<file path="config.mk">
export PLATFORM = sky130hd
export DESIGN_NAME = mlfb_ctrl
export DESIGN_NICKNAME = d
export VERILOG_FILES = /design/src/mlfb_pkg.sv /design/src/mlfb_ctrl.sv
export VERILOG_INCLUDE_DIRS = /design/src /design/src/src
export SDC_FILE = /design/constraint.sdc
export NUM_CORES = 1
export LEC_CHECK = 0
export BUFFER_PORTS_ARGS = -buffer_cell sky130_fd_sc_hd__buf_2
export CAP_MARGIN = 0
export CORE_MARGIN = 4
export CORE_UTILIZATION = 30
export DETAILED_ROUTE_END_ITERATION = 6
export SYNTH_ARGS = -nofsm -noshare
export SYNTH_HDL_FRONTEND = slang
export SYNTH_SLANG_ARGS = --single-unit
</file>
<file path="constraint.sdc">
create_clock -name clk_i -period 3.35 [get_ports clk_i]
set_input_delay 0.5025 -clock clk_i [delete_from_list [all_inputs] [get_ports clk_i]]
set_output_delay 0.5025 -clock clk_i [all_outputs]
set_load 0.01 [all_outputs]
</file>
<file path="src/mono_lcd_framebuffer_line_sender_top_assert.svh">
// Assertion macros used by the line sender controller.
`ifndef MONO_LCD_FRAMEBUFFER_LINE_SENDER_TOP_ASSERT_SVH
`define MONO_LCD_FRAMEBUFFER_LINE_SENDER_TOP_ASSERT_SVH
`ifndef SYNTHESIS
// Checked on every clock edge outside of reset.
`define MLFB_ASSERT(lbl, prop, msg) \
  lbl: assert property (@(posedge clk_i) disable iff (!rst_ni) (prop)) else $error(msg);
// Checked on every clock edge, reset included.
`define MLFB_ASSERT_ALWAYS(lbl, prop, msg) \
  lbl: assert property (@(posedge clk_i) (prop)) else $error(msg);
`else
`define MLFB_ASSERT(lbl, prop, msg)
`define MLFB_ASSERT_ALWAYS(lbl, prop, msg)
`endif
`endif

</file>
<file path="src/mlfb_pkg.sv">
// Package with the constants, codes and control types of the line sender.
package mlfb_pkg;

  localparam int DISPLAY_WIDTH  = 400;
  localparam int DISPLAY_HEIGHT = 240;
  localparam int ROW_BYTES      = (DISPLAY_WIDTH + 7) / 8;
  localparam int MEM_DEPTH      = DISPLAY_HEIGHT * ROW_BYTES;
  localparam int ADDR_W         = (MEM_DEPTH > 1) ? $clog2(MEM_DEPTH) : 1;
  localparam int CNT_W          = (ROW_BYTES > 1) ? $clog2(ROW_BYTES) : 1;
  localparam int ROW_IDX_W      = (DISPLAY_HEIGHT > 1) ? $clog2(DISPLAY_HEIGHT) : 1;

  localparam int COL_W      = 9;
  localparam int ROW_W      = 8;
  localparam int COLOR_W    = 16;
  localparam int CFG_IDX_W  = 2;
  localparam int CFG_DATA_W = 8;

  localparam logic [7:0] LINE_CMD_BYTE   = 8'h01;
  localparam logic [7:0] CLEAR_CMD_BYTE  = 8'h04;
  localparam logic [7:0] THRESHOLD_RESET = 8'd128;

  localparam logic [CFG_IDX_W-1:0] CFG_THRESHOLD   = 2'd0;
  localparam logic [CFG_IDX_W-1:0] CFG_MIRROR_COLS = 2'd1;
  localparam logic [CFG_IDX_W-1:0] CFG_MIRROR_ROWS = 2'd2;

  typedef enum logic [1:0] {
    OP_PIXEL = 2'd0,
    OP_LINE  = 2'd1,
    OP_CLEAR = 2'd2
  } op_e;

  typedef enum logic [2:0] {
    SRC_WRITE_LINE,
    SRC_ADDR,
    SRC_DATA,
    SRC_ZERO,
    SRC_ALL_CLEAR
  } src_e;

  typedef enum logic [3:0] {
    ST_IDLE,
    ST_DECODE,
    ST_PIX_RD,
    ST_PIX_WR,
    ST_PIX_FILL,
    ST_LN_CMD,
    ST_LN_ADDR,
    ST_LN_RD,
    ST_LN_DAT,
    ST_LN_DUMMY,
    ST_LN_TRL0,
    ST_LN_TRL1,
    ST_CLR_CMD,
    ST_CLR_END
  } state_e;

  typedef struct packed {
    logic capture;
    logic calc;
    logic cnt_clr;
    logic cnt_inc;
    logic mem_rd;
    logic addr_cnt;
    logic pix_write;
    logic fill_write;
    logic set_valid;
    logic clear_all;
    logic emit;
    src_e emit_src;
    logic emit_rel;
    logic emit_last;
  } cmd_t;

  typedef struct packed {
    logic [1:0] op;
    logic       pix_in_range;
    logic       line_in_range;
    logic       first;
    logic       final_ln;
    logic       row_valid;
    logic       cnt_last;
    logic       slot_free;
  } status_t;

endpackage

</file>
<file path="src/mlfb_ctrl.sv">
// Controller state machine that sequences pixel writes, line sends and clears.
`include "mono_lcd_framebuffer_line_sender_top_assert.svh"
module mlfb_ctrl import mlfb_pkg::*; (
  input  logic    clk_i,
  input  logic    rst_ni,
  input  logic    in_valid_i,
  output logic    in_ready_o,
  input  status_t status_i,
  output cmd_t    cmd_o
);

  state_e state_q;
  state_e state_d;
  state_e after_cmd;
  state_e after_dummy;

  always_ff @(posedge clk_i or negedge rst_ni) begin
    if (!rst_ni) begin
      state_q <= ST_IDLE;
    end else begin
      state_q <= state_d;
    end
  end

  assign after_cmd   = status_i.line_in_range ? ST_LN_ADDR :
                       (status_i.final_ln ? ST_LN_TRL0 : ST_IDLE);
  assign after_dummy = status_i.final_ln ? ST_LN_TRL0 : ST_IDLE;

  always_comb begin
    state_d = state_q;
    unique case (state_q)
      ST_IDLE: begin
        if (in_valid_i) state_d = ST_DECODE;
      end
      ST_DECODE: begin
        unique case (status_i.op)
          OP_PIXEL: begin
            if (!status_i.pix_in_range) state_d = ST_IDLE;
            else if (status_i.row_valid) state_d = ST_PIX_RD;
            else state_d = ST_PIX_FILL;
          end
          OP_LINE:  state_d = status_i.first ? ST_LN_CMD : after_cmd;
          OP_CLEAR: state_d = ST_CLR_CMD;
          default:  state_d = ST_IDLE;
        endcase
      end
      ST_PIX_RD:   state_d = ST_PIX_WR;
      ST_PIX_WR:   state_d = ST_IDLE;
      ST_PIX_FILL: begin
        if (status_i.cnt_last) state_d = ST_IDLE;
      end
      ST_LN_CMD: begin
        if (status_i.slot_free) state_d = after_cmd;
      end
      ST_LN_ADDR: begin
        if (status_i.slot_free) state_d = ST_LN_RD;
      end
      ST_LN_RD: state_d = ST_LN_DAT;
      ST_LN_DAT: begin
        if (status_i.slot_free) state_d = status_i.cnt_last ? ST_LN_DUMMY : ST_LN_RD;
      end
      ST_LN_DUMMY: begin
        if (status_i.slot_free) state_d = after_dummy;
      end
      ST_LN_TRL0: begin
        if (status_i.slot_free) state_d = ST_LN_TRL1;
      end
      ST_LN_TRL1: begin
        if (status_i.slot_free) state_d = ST_IDLE;
      end
      ST_CLR_CMD: begin
        if (status_i.slot_free) state_d = ST_CLR_END;
      end
      ST_CLR_END: begin
        if (status_i.slot_free) state_d = ST_IDLE;
      end
      default: state_d = ST_IDLE;
    endcase
  end

  always_comb begin
    cmd_o      = '0;
    in_ready_o = 1'b0;
    unique case (state_q)
      ST_IDLE: begin
        in_ready_o    = 1'b1;
        cmd_o.capture = in_valid_i;
      end
      ST_DECODE: begin
        cmd_o.calc    = 1'b1;
        cmd_o.cnt_clr = 1'b1;
      end
      ST_PIX_RD: cmd_o.mem_rd = 1'b1;
      ST_PIX_WR: cmd_o.pix_write = 1'b1;
      ST_PIX_FILL: begin
        cmd_o.addr_cnt   = 1'b1;
        cmd_o.fill_write = 1'b1;
        cmd_o.cnt_inc    = 1'b1;
        cmd_o.set_valid  = status_i.cnt_last;
      end
      ST_LN_CMD: begin
        cmd_o.emit      = status_i.slot_free;
        cmd_o.emit_src  = SRC_WRITE_LINE;
        cmd_o.emit_last = !status_i.line_in_range && !status_i.final_ln;
      end
      ST_LN_ADDR: begin
        cmd_o.emit     = status_i.slot_free;
        cmd_o.emit_src = SRC_ADDR;
      end
      ST_LN_RD: begin
        cmd_o.addr_cnt = 1'b1;
        cmd_o.mem_rd   = 1'b1;
      end
      ST_LN_DAT: begin
        cmd_o.emit     = status_i.slot_free;
        cmd_o.emit_src = SRC_DATA;
        cmd_o.cnt_inc  = status_i.slot_free;
      end
      ST_LN_DUMMY: begin
        cmd_o.emit      = status_i.slot_free;
        cmd_o.emit_src  = SRC_ZERO;
        cmd_o.emit_last = !status_i.final_ln;
      end
      ST_LN_TRL0: begin
        cmd_o.emit     = status_i.slot_free;
        cmd_o.emit_src = SRC_ZERO;
      end
      ST_LN_TRL1: begin
        cmd_o.emit      = status_i.slot_free;
        cmd_o.emit_src  = SRC_ZERO;
        cmd_o.emit_rel  = 1'b1;
        cmd_o.emit_last = 1'b1;
      end
      ST_CLR_CMD: begin
        cmd_o.emit     = status_i.slot_free;
        cmd_o.emit_src = SRC_ALL_CLEAR;
      end
      ST_CLR_END: begin
        cmd_o.emit      = status_i.slot_free;
        cmd_o.emit_src  = SRC_ZERO;
        cmd_o.emit_rel  = 1'b1;
        cmd_o.emit_last = 1'b1;
        cmd_o.clear_all = status_i.slot_free;
      end
      default: ;
    endcase
  end

  `MLFB_ASSERT(a_emit_into_free_slot, cmd_o.emit |-> status_i.slot_free, "beat loaded over a waiting beat")
  `MLFB_ASSERT(a_release_is_last, (cmd_o.emit && cmd_o.emit_rel) |-> cmd_o.emit_last, "release on a beat that is not last")
  `MLFB_ASSERT(a_accept_goes_decode, (in_valid_i && in_ready_o) |=> (state_q == ST_DECODE), "accepted item skipped decode")
  `MLFB_ASSERT_ALWAYS(a_idle_is_quiet, (state_q == ST_IDLE) |-> !(cmd_o.emit || cmd_o.pix_write || cmd_o.fill_write), "store or output touched while idle")

endmodule

</file>
==> results of run 1 <==
cell usage in the layout (no fill, tap or decap), types with 2 or more instances in the layout:
| cell type | instances |
|---|---|
| buf_2 | 28 |
| a21oi_1 | 11 |
| nand2_1 | 10 |
| nor2_1 | 10 |
| inv_1 | 5 |
| nand2b_1 | 4 |
| nor3_1 | 4 |
| o21ai_0 | 4 |
| o22ai_1 | 4 |
| dfrtp_1 | 4 |
| o21ai_1 | 3 |
| clkbuf_4 | 3 |
| nor4_1 | 2 |
| inv_2 | 2 |
| a211oi_1 | 2 |
| and3_1 | 2 |
| nand4_1 | 2 |
| nor2b_1 | 2 |
| o211ai_1 | 2 |
cells by family after synthesis:
group / share of synthesized area (%)
flip-flops: 14.0
buffers and inverters: 12.5
AND/OR/NAND/NOR: 30.5
multiplexers: 2.98
AO/OA/AOI/OAI: 37.5
XOR/XNOR: 2.46
routing by layer:
metal,part of all wire (%),GRT usage (%),vias to the layer above
li1,-,-,440
met1,44,17.8,392
met2,48,20.1,37
met3,7.7,3.45,2
met4,0.60,2.98,0
met5,0,0,-
cell type report:
| class | instances | area (sq um) | area share (%) |
|---|---|---|---|
| sequential | 4 | 100 | 11.8 |
| timing repair buffer | 28 | 140 | 16.5 |
| tap | 28 | 35.0 | 4.13 |
| clock buffer | 3 | 22.5 | 2.65 |
| multi-input combinational | 86 | 524 | 61.8 |
| inverter | 7 | 26.3 | 3.10 |
final timing paths:
kind	start	endpoint	slack, ns	depth (start not counted)
max	state_q[2]	cmd_o[0]	0.89	5
min	rst_ni	state_q[3]	0.07	1
max reg2reg	state_q[2]	state_q[1]	1.37	4
min reg2reg	state_q[2]	state_q[2]	0.97	2
max in group asynchronous	rst_ni	state_q[0]	3.16	1
min in group clk_i	status_i[0]	state_q[0]	0.64	2
power groups by stage:
stage | clock [mW] | sequential (mW) | combinational (mW)
CTS | 0.0601 | 0.188 | 0.453
global placement | 0 | 0.188 | 0.452
global route | 0.0658 | 0.203 | 0.500
finish | 0.0570 | 0.187 | 0.448
floorplan | 0 | 0.0822 | 0.444
detailed placement | 0 | 0.189 | 0.450
==> results by group, run 1 <==
Drt
  • Drt wl/cell: 12.8 um
  • Remaining antenna violation count: 0
  • DR iter-0 viols: 24
  • Via density: 5.58
  • # DRC: 0
  • DRT Pass-1 Iters: 4
  • Vias: 871
  • Drt total wl: 2000 um

Clocking
  • Clock Latency Late Sink: 0.23 ns
  • H-tree depth: 1
  • Clock transition at path regs: 0.04 ns
  • Cts hold-fix bufs: 0
  • CTS Sinks: 4
  • CTS Buffer Depth: 2
  • TritonCTS buffer count: 3
  • Post-CTS Resized: 0
  • CTS tree: done
  • Setup Fix Bufs, Post-CTS: 0
  • Clk root buf: clkbuf_4

Global routing
  • Largest net degree at the start of global routing: 28
  • GRT overflow: 0
  • Initial antenna violation count: 0
  • Number of global-route vias before repair: 752
  • First-pass GRT wire length: 3400 um
  • Gr usage total: 13.0%

Timing
  • Final hold vios: 0
  • Post-Route Setup TNS: 0 ns
  • Worst-margin pin slew: 0.774 ns
  • Count of final setup violators: 0
  • Setup Skew: 0.00500 ns
  • Maximum clock frequency: 0.407 GHz
  • Unrepaired setup endpoints after global routing: false
  • Worst hold margin: 0.0684 ns
  • Post-route setup slack: 0.895 ns
  • Final period util: 73.3%
  • Slew headroom: 48.4%
  • Final Max Slew Viols: 0
  • Fin crit period: 2.46 ns

Power and ir drop
  • Sequential share of power: 27.1%
  • Power Density: 817 mW/mm^2
  • Psw: 377 uW
  • Pint: 316 uW
  • Final Power: 693 uW
  • Max VDD drop: 349 uV
  • Sw Share: 54.4%
  • Part of the power in combinational logic: 64.7%
  • Clock power frac: 8.2%
  • P_leak: 0.392 nW

Run status
  • Status: finished clean

Finish
  • Layout cell share with drive strength beyond 1: 29.7%
  • Antenna diodes: 0
  • Non-Filler Instances: 156
  • Cell area after layout: 848 sq um
  • Biggest register: state_q
  • Top Registers: state_q: 4 flops
  • Number of fill cells: 250
  • Layout Utilization: 38.0%
  • Area Growth Syn to Fin: 18.9%
  • Fin nets: 142
  • Max reg flops: 4

Die
  • IO Pins: 29
  • Die Height: 56.8 um
  • FP Rows: 17
  • Initial Util: 31.9%
  • Full die area: 0.00322 sq mm
  • Placeable Area: 0.00223 sq mm
  • Chip Width: 56.8 um

Synthesis
  • Ys async rst share: 100%
  • Cells after Synth: 108
  • Synthesized area per cell: 6.60 sq um
  • Top cell type's share of synthesized area: 14.0%
  • Post-synth net total: 120
  • Count leader, synth: a21oi_1
  • Synth unique cells: 45
  • Yosys warns: 0
  • Area contributors post-synth: dfrtp_1 (14%), a21oi_1 (7.7%), buf_2 (5.6%), nand2_1 (5.3%), nor2_1 (5.3%)
  • Main synth FF type: dfrtp_1
  • Post-synthesis sequential area ratio: 14.0%
  • Post-synth top area cell: dfrtp_1
  • Number of synthesized flops with an enable pin: 0
  • Number of synthesized register bits: 4
  • Synth cell count leaders: a21oi_1 (11), nand2_1 (10), nor2_1 (10)
  • Synthesized area: 713 sq um

Placement
  • DP Wirelength: 1520 um
  • Post-place setup slack: 1.15 ns
  • IO Port Bufs: 28
  • Post-DP Area: 826 sq um
  • Cell total after placement: 153
  • Placer Congestion: 0.814

Critical path
  • CP arrival: 1.95 ns
  • WP data required: 2.85 ns
  • Max stage delay on crit path: 0.80 ns
  • Worst-path maximum fanout: 23
  • Slowest CP cell: dfrtp_1
  • Crit-path cells: nand2_1 -> o21ai_1 -> nor2_1 -> a211oi_1 -> buf_2
  • Critical path class: register to output pin
  • Critical path launch point type: register
  • Critical path's top delay family: flip-flops
  • Type of destination of the critical path: output pin
  • Buf/Inv on CP: 1

Run
  • Max cap viols: 0

Worst hold path
  • Hold/Removal Path Class: primary input to async pin
(Power assumes the default switching activity.)
==> run 2, diff against run 1 <==
clock period = 2.35 ns   (was 3.35 ns; I/O delays follow)
==> run 2 against run 1 <==
  * Sequential share of layout area fell by 0.53 points
  * Routed wire length rose by 9.7%
  * Design area rose by 4.7%
  * Sequential power rose by 16%
  * First-iteration DRC count fell by 4.2%
  * Cell count rose by 3.2%
  * Worst hold slack improved by 0.37 ns
  * Global-route usage rose by 1.3 points
  * Largest cell class unchanged
  * Power rose by 50%
  * Register-to-register slack got worse by 0.85 ns
  * Non-clock buffer count rose by 5
==> results by group, run 2 (synthesized netlist as in run 1, its figures left out) <==
Run status
  • Status: finished clean

Critical path
  • Crit-path cells: nand2_1 -> o21ai_1 -> nor2_1 -> a211oi_1 -> buf_2
  • Reg2Reg Setup Slack: 0.52 ns
  • Reg2Reg Depth: 4
  • Critical path's top delay family: flip-flops
  • Slowest CP cell: dfrtp_1
  • Buf/Inv on CP: 1
  • R2r startpoint: state_q[2]
  • RR Endpoint: state_q[1]
  • WP data required: 2.00 ns
  • CP startpoint: state_q[2]
  • Critical path launch point type: register
  • Worst-path maximum fanout: 18
  • Critical path class: register to output pin
  • Max stage delay on crit path: 0.69 ns
  • CP arrival: 1.76 ns
  • Type of destination of the critical path: output pin

Drt
  • DRT Pass-1 Iters: 4
  • DR iter-0 viols: 23
  • # DRC: 0
  • Drt wl/cell: 13.6 um
  • Drt total wl: 2190 um
  • Remaining antenna violation count: 0
  • Via density: 5.60
  • Vias: 902

Placement
  • Post-DP Area: 856 sq um
  • DP Wirelength: 1670 um
  • Post-place setup slack: 0.481 ns
  • IO Port Bufs: 28
  • Placer Congestion: 0.843

Clocking
  • H-tree depth: 1
  • Post-CTS Resized: 0
  • Clock Latency Late Sink: 0.24 ns
  • Clk root buf: clkbuf_4
  • CTS Sinks: 4
  • TritonCTS buffer count: 3
  • Clock transition at path regs: 0.04 ns
  • CTS Buffer Depth: 2
  • CTS tree: done

Finish
  • Antenna diodes: 0
  • Biggest register: state_q
  • Commonest cells after routing, fill and taps aside: buf_2 (28), a21oi_1 (11), nand2_1 (10), nor2_1 (10), inv_1 (5)
  • Commonest non-fill, non-tap cell in the layout: buf_2
  • Max reg flops: 4
  • Cell area after layout: 888 sq um
  • Fin nets: 147
  • Top Registers: state_q: 4 flops
  • Layout cell share with drive strength beyond 1: 31.6%
  • Area Growth Syn to Fin: 24.6%

Timing
  • Maximum clock frequency: 0.473 GHz
  • Unrepaired setup endpoints after global routing: false
  • Worst hold margin: 0.439 ns
  • Final hold vios: 0
  • Fin crit period: 2.12 ns
  • Final Max Slew Viols: 0
  • Slew headroom: 57.2%
  • Setup Skew: 0.00879 ns
  • Count of final setup violators: 0
  • Final period util: 90.0%
  • Worst-margin pin slew: 0.642 ns
  • Post-Route Setup TNS: 0 ns
  • Post-route setup slack: 0.234 ns

Die
  • Initial Util: 31.9%
  • FP Rows: 17
  • Die Height: 56.8 um
  • Placeable Area: 0.00223 sq mm
  • IO Pins: 29
  • Chip Width: 56.8 um
  • Full die area: 0.00322 sq mm

Power and ir drop
  • Max VDD drop: 363 uV
  • Psw: 559 uW
  • Part of the power in combinational logic: 70.7%
  • Pint: 483 uW
  • Sequential share of power: 20.7%
  • Sw Share: 53.6%
  • P_leak: 0.418 nW
  • Power Density: 1170 mW/mm^2
  • Clock power frac: 8.6%

Global routing
  • Largest net degree at the start of global routing: 22
  • Initial antenna violation count: 0
  • First-pass GRT wire length: 3710 um
  • Number of global-route vias before repair: 858
  • Gr usage total: 14.3%
  • GRT overflow: 0

Run
  • Max cap viols: 0

Worst hold path
  • Hold/Removal Path Class: primary input to async pin
[run 2: cell count changes in the layout (fill, tap and decap cells not counted)]
cell / delta
buf_4: +4
dlygate4sd3_1: +1
[run 2: worst max-delay path by stage]
| stage | to | slack [ns] | cells past startpoint |
|---|---|---|---|
| after CTS | cmd_o[13] | 0.22 | 3 |
| after global placement | cmd_o[0] | 0.48 | 5 |
| after floorplan | cmd_o[15] | 0.57 | 4 |
| final | cmd_o[0] | 0.23 | 5 |
| after global routing | cmd_o[5] | 0.04 | 5 |
| after detailed placement | cmd_o[0] | 0.48 | 5 |
[run 2: metrics by stage]
step	util, %	std cells	total power [mW]
finish	39.8	161	1.04
global route	39.8	161	1.15
CTS	39.8	161	1.05
detailed placement	38.3	157	0.950
global placement	38.3	157	0.952
floorplan	-	108	0.749
[run 2: metal layers]
metal / part of all wire (%) / track usage (%) / vias up
met3: 5.5 / 2.99 / 4
met2: 51 / 24.3 / 24
met5: 0 / 0 / -
met1: 42 / 17.7 / 422
met4: 1.5 / 4.97 / 0
li1: - / - / 452
[run 2: what timing repair did]
action	in CTS	in global routing
buffers inserted	0	0
hold buffers	1	0
endpoints found under the hold margin	4	0
[run 2: layout make-up]
class	count	area (sq um)
repair buffers	33	180
clock buffers	3	22.5
inverters	7	26.3
well taps	28	35.0
fillers	265	1350
multi-input cells	86	524
flip-flops and latches	4	100
[run 2: power groups by stage]
stage               registers (mW)  logic (mW)  clock network, mW
global placement             0.215       0.738                  0
detailed placement           0.216       0.734                  0
CTS                          0.215       0.741             0.0931
floorplan                    0.117       0.632                  0
finish                       0.216       0.737             0.0896
global route                 0.230       0.823             0.0997
==> run 3, diff against run 2 <==
==> constraint.sdc (replaced) <==
create_clock -name clk_i -period 2.35 [get_ports clk_i]
set_input_delay 0.1175 -clock clk_i [delete_from_list [all_inputs] [get_ports clk_i]]
set_output_delay 0.1175 -clock clk_i [all_outputs]
set_load 0.01 [all_outputs]
==> run 3 against run 2 <==
  * Design area fell by 0.85%
  * Clock power fell by 4.8%
  * Sequential cell count unchanged
  * Power decreased by 1.7%
  * Clock-buffer cell count stayed put
  * Cell count shrank 0.62%
==> results by group, run 3 (synthesized netlist as in run 1, its figures left out) <==
Run status
  • Status: finished clean

Clocking
  • CTS tree: done
  • Setup Fix Bufs, Post-CTS: 0
  • Clk root buf: clkbuf_4
  • TritonCTS buffer count: 3
  • Clock Latency Late Sink: 0.23 ns
  • Clock transition at path regs: 0.04 ns
  • H-tree depth: 1
  • CTS Sinks: 4
  • Cts hold-fix bufs: 1
  • CTS Buffer Depth: 2
  • Post-CTS Resized: 0

Finish
  • Biggest register: state_q
  • Number of fill cells: 241
  • Layout Utilization: 39.4%
  • Max reg flops: 4
  • Top Registers: state_q: 4 flops
  • Commonest cells after routing, fill and taps aside: buf_2 (28), a21oi_1 (11), nand2_1 (10), nor2_1 (10), inv_1 (5)
  • Antenna diodes: 0
  • Area occupied by multi-input gates: 524 sq um
  • Commonest non-fill, non-tap cell in the layout: buf_2
  • FF/Latch Area: 100 sq um
  • Cell area after layout: 881 sq um
  • Area Growth Syn to Fin: 23.5%
  • Layout cell share with drive strength beyond 1: 31.1%
  • Fin nets: 146

Die
  • Placeable Area: 0.00223 sq mm
  • FP Rows: 17
  • IO Pins: 29
  • Full die area: 0.00322 sq mm
  • Initial Util: 31.9%
  • Die Height: 56.8 um
  • Chip Width: 56.8 um

Global routing
  • Initial antenna violation count: 0
  • Largest net degree at the start of global routing: 24
  • GR Layer Usage met2: 20.1%
  • Number of global-route vias before repair: 768
  • GRT overflow: 0
  • M3 GR Usage: 1.61%
  • Gr usage total: 13.0%
  • Met1 Resource Use GR: 17.5%
  • GR peak layer: met2
  • First-pass GRT wire length: 3380 um

Critical path
  • Worst-path maximum fanout: 23
  • WP data required: 2.23 ns
  • RR Endpoint: state_q[3]
  • Crit path depth: 5
  • Max stage delay on crit path: 0.81 ns
  • Reg2Reg Depth: 5
  • CP arrival: 1.90 ns
  • Critical path's top delay family: flip-flops
  • CP startpoint: state_q[2]
  • Most used cell, CP: o21ai_0
  • Critical path class: register to output pin
  • R2r startpoint: state_q[2]
  • Slowest CP cell: dfrtp_1
  • Buf/Inv on CP: 1
  • Critical path launch point type: register
  • Reg2Reg Setup Slack: 0.49 ns
  • Crit-path cells: nand2b_1 -> nor2_1 -> o21ai_0 -> o21ai_0 -> buf_2
  • Type of destination of the critical path: output pin

Power and ir drop
  • Power Density: 1160 mW/mm^2
  • Max VDD drop: 461 uV
  • P_leak: 0.412 nW
  • Final Power: 1.02 mW

Timing
  • Final Max Slew Viols: 0
  • Final period util: 86.0%
  • Final hold vios: 0
  • Maximum clock frequency: 0.495 GHz
  • Fin crit period: 2.02 ns
  • Count of final setup violators: 0
  • Unrepaired setup endpoints after global routing: false
  • Worst-margin pin slew: 0.734 ns
  • Post-route setup slack: 0.330 ns
  • Slew headroom: 51.1%
  • Post-Route Setup TNS: 0 ns
  • Setup Skew: 0.00476 ns

Placement
  • Post-place setup slack: 0.505 ns
  • DP Wirelength: 1600 um
  • Placer Congestion: 0.855
  • Post-DP Area: 848 sq um
  • IO Port Bufs: 28

Drt
  • Drt wl/cell: 13.0 um
  • # DRC: 0
  • Vias: 868
  • Drt total wl: 2070 um
  • DRT Pass-1 Iters: 4
  • Via density: 5.43
  • Remaining antenna violation count: 0
  • DR iter-0 viols: 33

Worst hold path
  • Hold/Removal Path Class: primary input to async pin

Run
  • Max cap viols: 0
==> run 3: cell types whose count changed in the layout (fill, tap and decap cells not counted), sizes merged <==
cell  previous run  this run
buf             32        31
==> run 3: through the flow <==
stage / std cells / hold WS (ns)
finish: 160 / 0.221
CTS: 160 / 0.221
floorplan: 108 / -0.178
global placement: 156 / -0.0729
detailed placement: 156 / -0.0721
global route: 160 / 0.244
==> run 3: worst register-to-register path: cells and delay by family, from the launching register on <==
family | cells | cell delay, ns
mux | 1 | 0.41
simple gates | 1 | 0.09
flops | 1 | 0.81
compound gates | 3 | 0.49
==> run 3: final cells by class <==
cell class	instances	area share (%)
inverter	7	2.98
multi-input combinational	86	59.5
clock buffer	3	2.56
tap	28	3.98
sequential	4	11.4
timing repair buffer	32	19.6
==> run 3: power by group <==
part / internal, mW / total, mW / leakage (nW) / switching [mW]
Clock: 0.0571 / 0.0853 / 0.0138 / 0.0282
Sequential: 0.0973 / 0.214 / 0.0526 / 0.117
Combinational: 0.324 / 0.725 / 0.346 / 0.402
==> run 3: routing by layer <==
metal / wire length [um] / up-vias
li1: - / 446
met1: 931 / 387
met2: 986 / 31
met3: 127 / 4
met4: 27 / 0
met5: 0 / -
==> run 3: worst max path at each step <==
stage                             to  slack (ns)
after floorplan            cmd_o[15]        0.81
after global placement    state_q[3]        0.55
after detailed placement  state_q[3]        0.50
after CTS                   cmd_o[2]        0.34
after global routing        cmd_o[2]        0.16
final                       cmd_o[2]        0.33
